<file path="src/hdl/tmt_pkg.sv">
// ----------------------------------------------------------------------------
// Tabu move table package
// Field widths, request codes, controller states and the command bundle
// shared by the controller, the datapath and the top level.
// ----------------------------------------------------------------------------
package tmt_pkg;

    // Widths of the port fields.
    localparam int REQ_W    = 2;
    localparam int INDEX_W  = 8;
    localparam int PROC_W   = 4;
    localparam int TENURE_W = 5;
    localparam int OCC_W    = 5;

    // Defaults for the top level parameters.
    localparam int ENTRIES_DEF   = 16;
    localparam int TASK_BITS_DEF = 8;
    localparam int PROC_BITS_DEF = 4;

    localparam logic [TENURE_W-1:0] TENURE_RESET = 5'd10;
    localparam logic [TENURE_W-1:0] TENURE_MAX   = 5'd16;
    localparam logic [TENURE_W-1:0] TENURE_MIN   = 5'd1;

    // Request codes.
    localparam logic [REQ_W-1:0] REQ_ADD   = 2'd0;
    localparam logic [REQ_W-1:0] REQ_QUERY = 2'd1;
    localparam logic [REQ_W-1:0] REQ_TICK  = 2'd2;

    // Move kinds.
    localparam logic KIND_SWAP   = 1'b0;
    localparam logic KIND_CHANGE = 1'b1;

    typedef enum logic [1:0] {
        ST_IDLE,
        ST_EVAL,
        ST_COMMIT
    } t_state;

    // Commands from the controller to the datapath.
    typedef struct packed {
        logic load;    // capture the accepted request
        logic eval;    // compare every slot and register the vectors
        logic commit;  // update the slots and load the result register
    } t_cmd;

endpackage

</file>
<file path="src/hdl/tabu_move_table_top.sv">
// ----------------------------------------------------------------------------
// Tabu move table, top level
// A table of forbidden search moves with a remaining tenure each: add,
// query and tick requests, one result per request.
// ----------------------------------------------------------------------------
//
//  Channel  | Handshake                 | Payload
//  ---------+---------------------------+-----------------------------------
//  request  | i_in_valid / o_in_stall   | req_type, move_kind, indices, procs
//  result   | o_out_valid / i_out_stall | is_tabu, overflow, occupancy
//  config   | i_cfg_wr_en               | i_cfg_wr_data (tenure)
//
//  Each request passes through three steps: capture, a compare of every slot in
//  parallel, and a commit that updates the slots and loads the result
//  register. The controller's sequence through these steps sets the rate.
//  Reset is synchronous and active low; it clears the slot valid bits, the
//  live count and the handshake state, and sets the tenure to ten.
//  A stalled result holds the commit step until the result register is
//  free, while the request side stays stalled for the whole sequence.
//
module tabu_move_table_top #(
    parameter int ENTRIES   = tmt_pkg::ENTRIES_DEF,
    parameter int TASK_BITS = tmt_pkg::TASK_BITS_DEF,
    parameter int PROC_BITS = tmt_pkg::PROC_BITS_DEF
) (
    input  logic                         i_clk,
    input  logic                         i_rst_n,
    input  logic                         i_cfg_wr_en,
    input  logic [tmt_pkg::TENURE_W-1:0] i_cfg_wr_data,
    input  logic                         i_in_valid,
    output logic                         o_in_stall,
    input  logic [tmt_pkg::REQ_W-1:0]    i_req_type,
    input  logic                         i_move_kind,
    input  logic [tmt_pkg::INDEX_W-1:0]  i_first_index,
    input  logic [tmt_pkg::INDEX_W-1:0]  i_second_index,
    input  logic [tmt_pkg::PROC_W-1:0]   i_old_processor,
    input  logic [tmt_pkg::PROC_W-1:0]   i_new_processor,
    output logic                         o_out_valid,
    input  logic                         i_out_stall,
    output logic                         o_is_tabu,
    output logic                         o_overflow,
    output logic [tmt_pkg::OCC_W-1:0]    o_occupancy
);
    import tmt_pkg::*;

    // Commands from the controller to the datapath.
    t_cmd cmd;

    // The controller accepts a request only when idle, and only commits
    // once the previous result has been taken.
    tmt_ctrl u_ctrl (
        .i_clk       (i_clk),
        .i_rst_n     (i_rst_n),
        .i_in_valid  (i_in_valid),
        .o_in_stall  (o_in_stall),
        .o_out_valid (o_out_valid),
        .i_out_stall (i_out_stall),
        .o_cmd       (cmd)
    );

    // The datapath holds the slots, the tenure register and the result.
    tmt_datapath #(
        .ENTRIES   (ENTRIES),
        .TASK_BITS (TASK_BITS),
        .PROC_BITS (PROC_BITS)
    ) u_datapath (
        .i_clk           (i_clk),
        .i_rst_n         (i_rst_n),
        .i_cmd           (cmd),
        .i_cfg_wr_en     (i_cfg_wr_en),
        .i_cfg_wr_data   (i_cfg_wr_data),
        .i_req_type      (i_req_type),
        .i_move_kind     (i_move_kind),
        .i_first_index   (i_first_index),
        .i_second_index  (i_second_index),
        .i_old_processor (i_old_processor),
        .i_new_processor (i_new_processor),
        .o_is_tabu       (o_is_tabu),
        .o_overflow      (o_overflow),
        .o_occupancy     (o_occupancy)
    );

endmodule

</file>
<file path="src/hdl/tmt_ctrl.sv">
// ----------------------------------------------------------------------------
// Tabu move table controller
// Sequences one request through capture, compare and commit, and owns the
// handshake state of both channels.
// ----------------------------------------------------------------------------
module tmt_ctrl (
    input  logic         i_clk,
    input  logic         i_rst_n,
    input  logic         i_in_valid,
    output logic         o_in_stall,
    output logic         o_out_valid,
    input  logic         i_out_stall,
    output tmt_pkg::t_cmd o_cmd
);
    import tmt_pkg::*;

    t_state r_state, n_state;
    logic   r_out_valid, n_out_valid;

    always_ff @(posedge i_clk) begin
        if (!i_rst_n) begin
            r_state     <= ST_IDLE;
            r_out_valid <= 1'b0;
        end else begin
            r_state     <= n_state;
            r_out_valid <= n_out_valid;
        end
    end

    always_comb begin
        n_state     = r_state;
        o_cmd       = '0;
        n_out_valid = r_out_valid && i_out_stall;
        case (r_state)
            ST_IDLE: begin
                if (i_in_valid) begin
                    o_cmd.load = 1'b1;
                    n_state    = ST_EVAL;
                end
            end
            ST_EVAL: begin
                o_cmd.eval = 1'b1;
                n_state    = ST_COMMIT;
            end
            ST_COMMIT: begin
                // The result register must be empty or emptying this cycle.
                if (!r_out_valid || !i_out_stall) begin
                    o_cmd.commit = 1'b1;
                    n_out_valid  = 1'b1;
                    n_state      = ST_IDLE;
                end
            end
            default: begin
                n_state = ST_IDLE;
            end
        endcase
    end

    assign o_in_stall  = (r_state != ST_IDLE);
    assign o_out_valid = r_out_valid;

endmodule

</file>
<file path="src/hdl/tmt_datapath.sv">
// ----------------------------------------------------------------------------
// Tabu move table datapath
// Slot storage with one comparator per slot, the tenure register, the live
// entry count and the result register.
// ----------------------------------------------------------------------------
module tmt_datapath #(
    parameter int ENTRIES   = tmt_pkg::ENTRIES_DEF,
    parameter int TASK_BITS = tmt_pkg::TASK_BITS_DEF,
    parameter int PROC_BITS = tmt_pkg::PROC_BITS_DEF
) (
    input  logic                         i_clk,
    input  logic                         i_rst_n,
    input  tmt_pkg::t_cmd                i_cmd,
    input  logic                         i_cfg_wr_en,
    input  logic [tmt_pkg::TENURE_W-1:0] i_cfg_wr_data,
    input  logic [tmt_pkg::REQ_W-1:0]    i_req_type,
    input  logic                         i_move_kind,
    input  logic [tmt_pkg::INDEX_W-1:0]  i_first_index,
    input  logic [tmt_pkg::INDEX_W-1:0]  i_second_index,
    input  logic [tmt_pkg::PROC_W-1:0]   i_old_processor,
    input  logic [tmt_pkg::PROC_W-1:0]   i_new_processor,
    output logic                         o_is_tabu,
    output logic                         o_overflow,
    output logic [tmt_pkg::OCC_W-1:0]    o_occupancy
);
    import tmt_pkg::*;

    localparam int IW = (ENTRIES > 1) ? $clog2(ENTRIES) : 1;
    localparam int CW = $clog2(ENTRIES + 1);

    // Captured request.
    logic [REQ_W-1:0]     r_req;
    logic                 r_kind;
    logic [TASK_BITS-1:0] r_first, r_second;
    logic [PROC_BITS-1:0] r_oldp, r_newp;

    // Slot storage; only the valid bits are reset.
    logic [ENTRIES-1:0]   r_valid;
    logic                 r_slot_kind   [ENTRIES];
    logic [TASK_BITS-1:0] r_slot_first  [ENTRIES];
    logic [TASK_BITS-1:0] r_slot_second [ENTRIES];
    logic [PROC_BITS-1:0] r_slot_oldp   [ENTRIES];
    logic [PROC_BITS-1:0] r_slot_newp   [ENTRIES];
    logic [TENURE_W-1:0]  r_slot_left   [ENTRIES];

    logic [ENTRIES-1:0]   r_match, r_free, r_expire;
    logic [CW-1:0]        r_count, n_count;
    logic [TENURE_W-1:0]  r_tenure, tenure_eff;

    logic                 r_is_tabu, r_overflow;
    logic [OCC_W-1:0]     r_occupancy;

    logic [ENTRIES-1:0]   slot_match;
    logic                 found, has_free;
    logic [IW-1:0]        match_idx, free_idx;
    logic [CW-1:0]        n_expired;
    logic                 do_insert, do_refresh;

    // Tenure register and its effective value, clamped to one through sixteen.
    always_ff @(posedge i_clk) begin
        if (!i_rst_n) begin
            r_tenure <= TENURE_RESET;
        end else if (i_cfg_wr_en) begin
            r_tenure <= i_cfg_wr_data;
        end
    end

    always_comb begin
        tenure_eff = r_tenure;
        if (r_tenure == '0) begin
            tenure_eff = TENURE_MIN;
        end else if (r_tenure > TENURE_MAX) begin
            tenure_eff = TENURE_MAX;
        end
    end

    always_ff @(posedge i_clk) begin
        if (i_cmd.load) begin
            r_req    <= i_req_type;
            r_kind   <= i_move_kind;
            r_first  <= TASK_BITS'(i_first_index);
            r_second <= TASK_BITS'(i_second_index);
            r_oldp   <= PROC_BITS'(i_old_processor);
            r_newp   <= PROC_BITS'(i_new_processor);
        end
    end

    // One comparator per slot. Swaps match in either order.
    always_comb begin
        for (int s = 0; s < ENTRIES; s++) begin
            if (!r_valid[s] || (r_slot_kind[s] != r_kind)) begin
                slot_match[s] = 1'b0;
            end else if (r_kind == KIND_SWAP) begin
                slot_match[s] =
                    ((r_slot_first[s] == r_first) && (r_slot_second[s] == r_second)) ||
                    ((r_slot_first[s] == r_second) && (r_slot_second[s] == r_first));
            end else begin
                slot_match[s] = (r_slot_first[s] == r_first) &&
                                (r_slot_oldp[s] == r_oldp) &&
                                (r_slot_newp[s] == r_newp) &&
                                (r_slot_left[s] != '0);
            end
        end
    end

    always_ff @(posedge i_clk) begin
        if (i_cmd.eval) begin
            r_match <= slot_match;
            r_free  <= ~r_valid;
            for (int s = 0; s < ENTRIES; s++) begin
                r_expire[s] <= r_valid[s] && (r_slot_left[s] <= TENURE_W'(1));
            end
        end
    end

    // Lowest matching slot and lowest free slot.
    always_comb begin
        found     = 1'b0;
        has_free  = 1'b0;
        match_idx = '0;
        free_idx  = '0;
        for (int s = 0; s < ENTRIES; s++) begin
            if (!found && r_match[s]) begin
                found     = 1'b1;
                match_idx = IW'(s);
            end
            if (!has_free && r_free[s]) begin
                has_free = 1'b1;
                free_idx = IW'(s);
            end
        end
    end

    always_comb begin
        n_expired = '0;
        for (int s = 0; s < ENTRIES; s++) begin
            n_expired = n_expired + CW'(r_expire[s]);
        end
    end

    assign do_refresh = (r_req == REQ_ADD) && found;
    assign do_insert  = (r_req == REQ_ADD) && !found && has_free;

    always_comb begin
        n_count = r_count;
        if (do_insert) begin
            n_count = r_count + CW'(1);
        end else if (r_req == REQ_TICK) begin
            n_count = r_count - n_expired;
        end
    end

    // Valid bits and live count.
    always_ff @(posedge i_clk) begin
        if (!i_rst_n) begin
            r_valid <= '0;
            r_count <= '0;
        end else if (i_cmd.commit) begin
            r_count <= n_count;
            for (int s = 0; s < ENTRIES; s++) begin
                if (do_insert && (free_idx == IW'(s))) begin
                    r_valid[s] <= 1'b1;
                end else if ((r_req == REQ_TICK) && r_expire[s]) begin
                    r_valid[s] <= 1'b0;
                end
            end
        end
    end

    // Slot payload and remaining tenure.
    always_ff @(posedge i_clk) begin
        if (i_cmd.commit) begin
            for (int s = 0; s < ENTRIES; s++) begin
                if (do_insert && (free_idx == IW'(s))) begin
                    r_slot_kind[s]   <= r_kind;
                    r_slot_first[s]  <= r_first;
                    r_slot_second[s] <= r_second;
                    r_slot_oldp[s]   <= r_oldp;
                    r_slot_newp[s]   <= r_newp;
                    r_slot_left[s]   <= tenure_eff;
                end else if (do_refresh && (match_idx == IW'(s))) begin
                    r_slot_left[s]   <= tenure_eff;
                end else if ((r_req == REQ_TICK) && r_valid[s]) begin
                    if (r_expire[s]) begin
                        r_slot_left[s] <= '0;
                    end else begin
                        r_slot_left[s] <= r_slot_left[s] - TENURE_W'(1);
                    end
                end
            end
        end
    end

    // Result register.
    always_ff @(posedge i_clk) begin
        if (i_cmd.commit) begin
            r_is_tabu   <= (r_req == REQ_QUERY) && found;
            r_overflow  <= (r_req == REQ_ADD) && !found && !has_free;
            r_occupancy <= OCC_W'(n_count);
        end
    end

    assign o_is_tabu   = r_is_tabu;
    assign o_overflow  = r_overflow;
    assign o_occupancy = r_occupancy;

endmodule

</file>
<file path="config.mk">
export PLATFORM = sky130hd
export DESIGN_NAME = tabu_move_table_top
export DESIGN_NICKNAME = d
export VERILOG_FILES = /design/src/hdl/tmt_pkg.sv /design/src/hdl/tabu_move_table_top.sv /design/src/hdl/tmt_ctrl.sv /design/src/hdl/tmt_datapath.sv
export SDC_FILE = /design/constraint.sdc
export NUM_CORES = 1
export LEC_CHECK = 0
export BUFFER_PORTS_ARGS = -buffer_cell sky130_fd_sc_hd__buf_4
export CAP_MARGIN = 20
export CORE_UTILIZATION = 45
export CTS_CLUSTER_DIAMETER = 80
export DETAILED_ROUTE_END_ITERATION = 16
export SLEW_MARGIN = 5
export SYNTH_ARGS = -nofsm -noshare
export SYNTH_HDL_FRONTEND = slang
export SYNTH_SLANG_ARGS = --single-unit
</file>
<file path="constraint.sdc">
create_clock -name i_clk -period 11.05 [get_ports i_clk]
set_input_delay 2.21 -clock i_clk [delete_from_list [all_inputs] [get_ports i_clk]]
set_output_delay 2.21 -clock i_clk [all_outputs]
set_load 0.1 [all_outputs]
</file>
# Word level (Yosys, flattened, before mapping)
# Memory sizes are Yosys's and may differ from the RTL's.
# Cells that the tools add are included.
# word_totals
register_bits	111
mem_bits_rw	480
in_bits	37
output_inout_bits	9
elab_cells	1410
memories	6
# classes
add_sub_neg	33
order_cmp	17
n_eq_ne	148
mux	701
bitwise_logic	49
n_reduce_logical	409
# memory_table
name	words	width	rd	rd_ports_with_merged_regs	wr	line	source
u_datapath.r_slot_first	16	8	16	0	1	tmt_datapath.sv:40	logic [TASK_BITS-1:0] r_slot_first [ENTRIES];
u_datapath.r_slot_second	16	8	16	0	1	tmt_datapath.sv:41	logic [TASK_BITS-1:0] r_slot_second [ENTRIES];
u_datapath.r_slot_left	16	5	16	0	16	tmt_datapath.sv:44	logic [TENURE_W-1:0] r_slot_left [ENTRIES];
u_datapath.r_slot_newp	16	4	16	0	1	tmt_datapath.sv:43	logic [PROC_BITS-1:0] r_slot_newp [ENTRIES];
u_datapath.r_slot_oldp	16	4	16	0	1	tmt_datapath.sv:42	logic [PROC_BITS-1:0] r_slot_oldp [ENTRIES];
u_datapath.r_slot_kind	16	1	16	0	1	tmt_datapath.sv:39	logic r_slot_kind [ENTRIES];
# op_table
operator	n
== test 8 bit	64
two-way mux 4 bit	121
two-way mux 1 bit	483
two-way mux 5 bit	52
two-way mux 8 bit	30
OR reduction 8 bit	30
logical AND 1 bit	196
== test 4 bit	32
OR reduction 4 bit	30
less-or-equal comparator 5 x 1 -> 1 bit, second input constant	16
nonzero test 5 bit	16
subtractor 5 x 1 -> 5 bit, second input constant	16
adder 5 x 1 -> 5 bit	14
== test 4 bit, second input constant	16
zero test 1 bit	50
bitwise OR 1 bit	48
AND reduction 2 bit	17
nonzero test 2 bit	17
logical OR 1 bit	33
== test 4 x 3 -> 1 bit, second input constant	8
two-way mux 3 bit	8
== test 4 x 2 -> 1 bit, second input constant	4
inequality test 1 bit	16
inverter 16 bit	1
15 further kinds	39

# Longest topological paths before layout
# Gate-level depths: netlist of the first run.
# logic_depth
word_depth	69
ltp_mapped	19
ltp_nobuf	19

# By module
# A second synthesis of the first run with hierarchy kept.
# unflattened
hier_cells	2419
hier_area_um2	30287.8
# modules_own_cells
mod	n_inst	cells_per_inst	area_per_inst_um2	seq_area_each_um2
tmt_datapath	1	2405	30146.4	17396.7
tmt_ctrl	1	14	141.4	60.1

# Worst setup path before layout of the first run
# OpenSTA, ideal clock, no wires.
# synth_timing
path_type	register to register
from	register u_datapath.r_expire[7]
to	register u_datapath.r_count[4]
setup_time_ns	0.059
arrival_time_ns	5.140
t_required_ns	10.991
path_slack_ns	5.851
stages_incl_launch_ff	19
n_path_buf	0
synth_period_minus_slack_ns	5.199
path_cell_list	edfxtp_1 fa_1 inv_1 ha_1 or2_2 fa_1 inv_1 fa_1 fa_1 inv_1 fa_1 inv_1 fa_1 nand2b_1 a21oi_1 xnor2_1 a32oi_2 or4_1 nand2_1
# synth_between
elab_chain_cells	12
# synth_rtl
element	line	source
start: declaration	tmt_datapath.sv:46	logic [ENTRIES-1:0] r_match, r_free, r_expire;
start signal: indexed assignment	tmt_datapath.sv:111	r_expire[s] <= r_valid[s] && (r_slot_left[s] <= TENURE_W'(1));
adder 5 x 1 -> 5 bit (9 in a row)	tmt_datapath.sv:137	n_expired = n_expired + CW'(r_expire[s]);
subtractor 5 bit	tmt_datapath.sv:149	n_count = r_count - n_expired;
two-way mux 5 bit	tmt_datapath.sv:148	end else if (r_req == REQ_TICK) begin
two-way mux 5 bit	tmt_datapath.sv:146	if (do_insert) begin
end signal: assignment	tmt_datapath.sv:159	r_count <= n_count;
end: declaration	tmt_datapath.sv:47	logic [CW-1:0] r_count, n_count;
# Every way passes these cells.
# A chain may end at the register's enable or synchronous reset.

# Final worst setup path of the first run
# layout_timing
from	register u_datapath.r_expire[4]
to	register u_datapath.r_count[4]
# layout_between
elab_chain_cells	15
# layout_rtl
element	line
adder 5 x 1 -> 5 bit (12 in a row)	tmt_datapath.sv:137
subtractor 5 bit	tmt_datapath.sv:149
two-way mux 5 bit	tmt_datapath.sv:148
two-way mux 5 bit	tmt_datapath.sv:146
# Every way passes these cells.

==> results of run 1 <==
critical path, stage by stage (launching register included):
cell and delay (ps):
edfxtp_1 470, inv_1 140, fa_1 570, inv_1 70, fa_1 380, inv_1 80
fa_1 420, inv_1 80, fa_1 440, fa_1 550, inv_1 50, fa_1 550
inv_1 60, fa_1 450, nand2b_1 160, a21oi_1 150, xnor2_1 150, a32oi_2 110
or4_1 410, nand2_1 70
sequential cells by signal (all words and copies together) (netlist names), 2 cells and up:
register,count
u_datapath.r_slot_second,128
u_datapath.o_occupancy,5
u_datapath.r_match,16
u_datapath.r_valid,16
u_datapath.r_count,5
u_ctrl.r_state,2
u_datapath.r_slot_left,80
u_datapath.r_second,8
u_datapath.r_expire,16
u_datapath.r_slot_kind,16
u_datapath.r_oldp,4
u_datapath.r_first,8
u_datapath.r_tenure,5
u_datapath.r_free,16
u_datapath.r_req,2
u_datapath.r_slot_first,128
u_datapath.r_slot_newp,64
u_datapath.r_slot_oldp,64
u_datapath.r_newp,4
kinds of logic (layout without fill, tap and decap cells):
group	after synthesis	after routing
compound gates	229	229
xor+xnor	693	693
fa+ha+maj	82	82
buf+inv	206	318
flops	591	591
mux	6	6
simple gates	560	560
power by group through the flow:
stage / Combinational, W / Sequential [W] / Clock, W
floorplan: 0.000307 / 0.00255 / 0
global placement: 0.000450 / 0.00254 / 0
detailed placement: 0.000457 / 0.00254 / 0
CTS: 0.000460 / 0.00249 / 0.00227
global route: 0.000500 / 0.00250 / 0.00234
finish: 0.000455 / 0.00249 / 0.00222
synthesized netlist by cell type, drive strengths merged (50+ instances only):
master / number / area (um^2)
o31ai: 97 / 728
ha: 62 / 776
xor2: 171 / 1500
clkbuf: 50 / 208
nand4: 133 / 832
xnor2: 522 / 4570
edfxtp: 562 / 16900
nor2: 103 / 387
nand2: 136 / 513
nor4: 66 / 518
buf: 65 / 292
inv: 91 / 342
final cells by class:
class | instances | area [um^2]
multi-input cells | 1570 | 11900
flip-flops and latches | 591 | 17500
inverters | 91 | 342
clock inverters | 36 | 359
clock buffers | 85 | 1830
well taps | 864 | 1080
fillers | 5693 | 32300
repair buffers | 106 | 811
through the flow:
stage          area [um^2]  power (W)  hold WS, ps  util [%]
6_report             33800    0.00517          505      51.1
3_5_place_dp         31600    0.00300          495      47.8
3_3_place_gp         31600    0.00299          492      47.8
5_1_grt              33800    0.00534          538      51.1
2_1_floorplan        30200    0.00286          457         -
4_1_cts              33800    0.00522          509      51.1
layer usage:
layer	global-route usage, %	share of wire (%)	wire [um]
met3	2.71	4.0	3020
met2	36.3	47	35600
met5	0	0	0
met4	6.11	1.7	1300
met1	31.6	47	35200
worst max-delay path by stage:
stage	startpoint	end	slack, ps	depth (start not counted)
5_1_grt	u_datapath.r_expire[4]	u_datapath.r_count[4]	5370	19
6_report	u_datapath.r_expire[4]	u_datapath.r_count[4]	5620	19
3_3_place_gp	u_datapath.r_expire[7]	u_datapath.r_count[4]	5620	18
4_1_cts	u_datapath.r_expire[7]	u_datapath.r_count[4]	5590	18
3_5_place_dp	u_datapath.r_expire[7]	u_datapath.r_count[4]	5610	18
2_1_floorplan	u_datapath.r_expire[7]	u_datapath.r_count[4]	5850	18
==> run_results.csv, run 1 <==
group,metric,value,unit
die,fp-row-count,94,
global_routing,grt.overflow.total,0,
finish,synthToLayoutAreaGrowth,12.0,%
cts,clk_pin_slew_worst_paths,60,ps
cts,hold_buffers,0,
global_routing,antenna_found_initial,1,
global_routing,track_usage,22.3,%
route,firstDrtPassIters,12,
power_and_ir_drop,clkPwrFrac,42.9,%
synthesis,synth_cell_types,58,
outcome,status,"complete, but fails checks",
cts,cts_resized,0,
synthesis,seq_area_frac_synth,57.9,%
synthesis,ys_seq_elements,591,
route,ant_nets,0,
global_routing,grt_pass1_vias,19100,
worst_setup_path,r2r_start,"u_datapath.r_expire[4]",
worst_setup_path,end_kind,"flop",
worst_setup_path,worstPathMaxFanout,7,
worst_setup_path,arrival,5980,ps
placed_design,gp_congestion,0.836,
sta,final.setup_skew,26.1,ps
route,drt-wirelength-per-cell,22.5,um
power_and_ir_drop,power.density,153,nW/um^2
sta,tns,0,ps
die,die_w,261,um
cts,ctsRootBufferMaster,"clkbuf_16",
worst_hold_path,whs_endpoint,"u_datapath.r_tenure[0]",
synthesis,synth_top_family_by_area,"XOR/XNOR gates",
route,drt-vias-per-instance,5.56,
synthesis,synth-xor-area-share,20.1,%
finish,layout_commonest_cell,"edfxtp_1",
synthesis,synth_area_per_cell,12.7,um^2
finish,drive_gt1_share,9.64,%
synthesis,synthSimpleGateAreaFrac,9.71,%
power_and_ir_drop,cellLeakagePower,10.8,nW
die,die_height,261,um
synthesis,synthAdderAreaFrac,3.90,%
cts,cts_tree,"done",
route,drc,2,
route,vias,18600,
sta,rsz0062_at_grt,"false",
synthesis,yosysWarningCount,0,
worst_hold_path,min-delay-start,"u_datapath.r_tenure[0]",
synthesis,synthCells,2367,
power_and_ir_drop,vdd_drop_max,0.0000940,V
sta,min_period,5430,ps
power_and_ir_drop,p_seq_share,48.3,%
synthesis,synth_nets,2486,
sta,finalWorstSetupSlack,5620,ps
cts,cts_setup_buffers,0,
cts,htree_levels,3,
sta,setup_viol,0,
sta,hold_violations,0,
worst_hold_path,worstHoldPathCells,2,
die,pin_count,46,
die,dieArea,68100,um^2
route,drtIter0Drc,1401,
worst_setup_path,start_kind,"flop",
cts,insertion_delay,610,ps
route,finalWirelength,75100,um
sta,min_period_over_period,49.1,%
cts,cts_sinks,591,
placed_design,preCtsSetupSlack,5610,ps
worst_setup_path,reg2reg_depth,19,
placed_design,placed_cells,3222,
sta,worst_slew_pin_slew,968,ps
sta,slew_viol_final,0,
synthesis,muxShareOfSynthArea,0.203,%
finish,final_cell_count_no_fill,3343,
global_routing,grt_pass1_wl,115000,um
worst_setup_path,r2r_end,"u_datapath.r_count[4]",
synthesis,synth_compound_area_share,5.44,%
power_and_ir_drop,p_switching,0.00121,W
job,maxCapViolations,0,
worst_setup_path,crit_required,11600,ps
cts,cts_buffers,67,
outcome,violations,"design-rule violations",
sta,slew_headroom,34.8,%
power_and_ir_drop,switching_share,23.4,%
placed_design,hpwl,48600,um
die,core,66100,um^2
power_and_ir_drop,power_frac_comb,8.8,%
finish,layout_common_cells,"edfxtp_1 (562), xnor2_1 (522), xor2_1 (171)",
synthesis,synthFlopType,"edfxtp_1",
worst_setup_path,r2r_slack,5620,ps
synthesis,synth_edf_count,562,
worst_hold_path,holdCritPathClass,"flop to flop",
finish,fin_nets,2546,
power_and_ir_drop,power.internal,0.00396,W
sta,achievable-frequency,184,MHz
synthesis,syn_area,30200,um^2
placed_design,io_buffers,45,
finish,antenna_cells,0,
global_routing,grt_max_degree,50,
synthesis,async_flop_share,0,%
die,start_util,45.7,%
cts,cts_buffer_depth,3,
worst_setup_path,worstSetupPathType,"flop to flop",
(Power assumes the default switching activity.)
==> inputs of run 2 (changes only) <==
--- a/config.mk
+++ b/config.mk
@@ -5,6 +5,7 @@
 export SDC_FILE = /design/constraint.sdc
 export NUM_CORES = 1
 export LEC_CHECK = 0
+export ABC_AREA = 1
 export BUFFER_PORTS_ARGS = -buffer_cell sky130_fd_sc_hd__buf_4
 export CAP_MARGIN = 20
 export CORE_UTILIZATION = 45
==> constraint.sdc (replaced) <==
create_clock -name i_clk -period 4.4 [get_ports i_clk]
set_input_delay 0.88 -clock i_clk [delete_from_list [all_inputs] [get_ports i_clk]]
set_output_delay 0.88 -clock i_clk [all_outputs]
set_load 0.1 [all_outputs]
==> run 2 against run 1 <==
  * The run ends with negative setup slack left
  * Global-route usage is 1.7 points higher
  * Sequential share of layout area is 2.0 points lower
  * Hold slack worse by 65 ps
  * Critical path depth is 3 higher
  * Wire length is 11% higher
  * Synthesized cell count is 19% higher
  * Register-to-register slack worse by 6100 ps
  * Combinational power grew to 3.1 times the previous value
  * First-iteration DRC count is 29% higher
  * Via count is 17% higher
  * Largest cell class unchanged
  * Synthesized area is 2.9% higher
==> run_results.csv, run 2 <==
group,metric,value,unit
route,vias,21800,
route,drt-vias-per-instance,5.64,
worst_hold_path,whs_endpoint,"u_datapath.r_second[5]",
worst_setup_path,r2r_end,"u_datapath.r_count[4]",
worst_hold_path,holdCritPathClass,"input pin to flop",
job,maxCapViolations,0,
worst_setup_path,worstSetupPathType,"flop to flop",
global_routing,track_usage,24.0,%
placed_design,io_buffers,45,
worst_setup_path,reg2reg_depth,22,
sta,setup_viol,9,
sta,worst_slew_pin_slew,1080,ps
finish,synthToLayoutAreaGrowth,13.2,%
die,fp-row-count,95,
synthesis,seq_area_frac_synth,56.2,%
route,drc,0,
synthesis,yosysWarningCount,0,
worst_setup_path,crit_chain,"inv_2, fa_1, inv_2, fa_1, xor2_1, xnor2_1, fa_1, fa_1, fa_1, inv_1, fa_2, inv_2, fa_2, nor2_2, a211oi_2, xor2_1, nand2_1, o21ai_1, nand2_1, nand2_2, o21ai_2, inv_1",
finish,multi_input_area,12300,um^2
global_routing,grt_max_degree,61,
global_routing,grt.overflow.total,0,
synthesis,yosysTopAreaCell,"edfxtp_1",
placed_design,gp_congestion,0.903,
synthesis,synth_nets,2938,
die,pin_count,46,
sta,fin_hold_ws,440,ps
worst_setup_path,start_kind,"flop",
cts,cts_sinks,591,
die,core,67800,um^2
synthesis,async_flop_share,0,%
cts,htree_levels,3,
sta,slew_viol_final,0,
global_routing,antenna_found_initial,1,
outcome,violations,"negative setup slack",
sta,final.setup_skew,25.2,ps
sta,min_period_over_period,111,%
placed_design,preCtsSetupSlack,-587,ps
placed_design,hpwl,55800,um
worst_setup_path,end_kind,"flop",
worst_setup_path,crit_required,4900,ps
global_routing,grt_pass1_wl,129000,um
cts,clk_pin_slew_worst_paths,60,ps
power_and_ir_drop,power.density,370,nW/um^2
cts,cts_buffers,69,
worst_hold_path,worstHoldPathCells,1,
global_routing,grt_pass1_vias,21900,
die,dieArea,70000,um^2
route,drtIter0Drc,1807,
cts,cts_tree,"done",
die,start_util,45.8,%
sta,min_period,4880,ps
worst_setup_path,r2r_start,"u_datapath.r_expire[5]",
outcome,status,"complete, but fails checks",
worst_setup_path,slowest_stage,"fa_1",
finish,layout_commonest_cell,"edfxtp_1",
sta,finalWorstSetupSlack,-484,ps
synthesis,synth_most_common_cell,"edfxtp_1",
synthesis,synth_edf_count,562,
cts,cts_buffer_depth,3,
finish,reg_top3,"u_datapath.r_slot_first: 128 flops, u_datapath.r_slot_second: 128 flops, u_datapath.r_slot_left: 80 flops",
route,drt-wirelength-per-cell,21.7,um
worst_setup_path,cp_common_cell,"fa_1",
power_and_ir_drop,vdd_drop_max,0.000271,V
sta,slew_headroom,28.1,%
finish,fillers,5897,
worst_setup_path,arrival,5380,ps
synthesis,yosys.area.top_type_share,54.4,%
route,firstDrtPassIters,6,
synthesis,synthTopCellsByArea,"edfxtp_1 (54%), xnor2_1 (9.2%), xor2_1 (4.8%)",
worst_setup_path,worstPathMaxFanout,2,
route,finalWirelength,83600,um
sta,rsz0062_at_grt,"true",
synthesis,ys_seq_elements,591,
cts,ctsRootBufferMaster,"clkbuf_16",
power_and_ir_drop,cellLeakagePower,12.4,nW
sta,tns,-2940,ps
finish,regArea,17500,um^2
sta,hold_violations,0,
power_and_ir_drop,p_total,0.0130,W
worst_setup_path,r2r_slack,-480,ps
cts,insertion_delay,610,ps
worst_hold_path,min-delay-start,"i_second_index[5]",
synthesis,synthFlopType,"edfxtp_1",
worst_setup_path,crit_path_max_incr_delay,560,ps
synthesis,synth_cell_types,49,
synthesis,synthCells,2819,
finish,fin_nets,3056,
finish,layout_common_cells,"edfxtp_1 (562), xnor2_1 (327), nand2_1 (311)",
die,die_height,265,um
route,ant_nets,0,
die,die_w,265,um
finish,drive_gt1_share,12.9,%
synthesis,synthTopCellsByCount,"edfxtp_1 (562), xnor2_1 (327), nand2_1 (312)",
sta,achievable-frequency,205,MHz
synthesis,syn_area,31000,um^2
synthesis,synth_area_per_cell,11.0,um^2
-- run 2: cell count changes after synthesis, sizes merged, moves of 93 or more --
cell,delta
inv,+160
nand2,+177
nor2,+93
o21ai,+116
o31ai,-97
xnor2,-195
-- run 2: area by class of cell --
| cell class | count | share of cell area [%] |
|---|---|---|
| sequential | 591 | 49.7 |
| multi-input combinational | 1858 | 34.9 |
| clock buffer | 94 | 5.30 |
| timing repair buffer | 163 | 3.72 |
| tap | 873 | 3.11 |
| inverter | 254 | 2.71 |
| clock inverter | 23 | 0.559 |
| antenna | 1 | 0.00712 |
-- run 2: repair_timing --
| action | in CTS | in global routing |
|---|---|---|
| hold buffers | 0 | 0 |
| pin swaps | 6 | 4 |
| setup buffers | 3 | 4 |
| resized for setup | 1 | 6 |
| setup endpoints to repair | 10 | 10 |
-- run 2: how the worst max path moves through the flow --
stage	from	end	slack [ps]
3_3_place_gp	u_datapath.r_expire[5]	u_datapath.r_count[4]	-530
5_1_grt	u_datapath.r_expire[6]	u_datapath.r_count[4]	-710
3_5_place_dp	u_datapath.r_expire[5]	u_datapath.r_count[4]	-590
4_1_cts	u_datapath.r_expire[6]	u_datapath.r_count[4]	-510
2_1_floorplan	u_datapath.r_expire[6]	u_datapath.o_occupancy[4]	-250
6_report	u_datapath.r_expire[5]	u_datapath.r_count[4]	-480
-- run 2: power by group --
| group | total [W] | switching (W) | internal, W |
|---|---|---|---|
| clock network | 0.00534 | 0.00226 | 0.00308 |
| logic | 0.00140 | 0.000847 | 0.000553 |
| registers | 0.00628 | 0.0000552 | 0.00622 |
| total | 0.0130 | 0.00316 | 0.00985 |
-- run 2: kinds of logic (layout without fill, tap and decap cells) --
| group | after synthesis | after routing | share of synthesized area [%] |
|---|---|---|---|
| AO/OA/AOI/OAI | 359 | 359 | 6.83 |
| adder cells (fa/ha/maj) | 82 | 82 | 3.79 |
| XOR/XNOR | 496 | 496 | 14.0 |
| buffers and inverters | 370 | 534 | 4.57 |
| flip-flops | 591 | 591 | 56.2 |
| other | 0 | 1 | 0 |
| AND/OR/NAND/NOR | 921 | 921 | 14.6 |
-- run 2: per-stage QoR --
stage               cells  area [um^2]  util, %
floorplan            2819        31100        -
global placement     3731        33000     48.7
detailed placement   3731        33000     48.7
CTS                  3851        35100     51.8
global route         3856        35100     51.9
finish               3857        35100     51.9
-- run 2: worst max-delay path: cells and delay by family, from the launching register on --
kind,cells,cell delay [ps]
buffers and inverters,5,270
AO/OA/AOI/OAI,3,220
XOR/XNOR,3,510
adder cells (fa/ha/maj),7,3080
AND/OR/NAND/NOR,4,320
flip-flops,1,360
-- run 2: layer usage --
layer	routed length (um)	track usage, %
met5	0	0
met4	2050	7.21
met3	4200	3.12
met2	40700	41.0
met1	36700	31.9
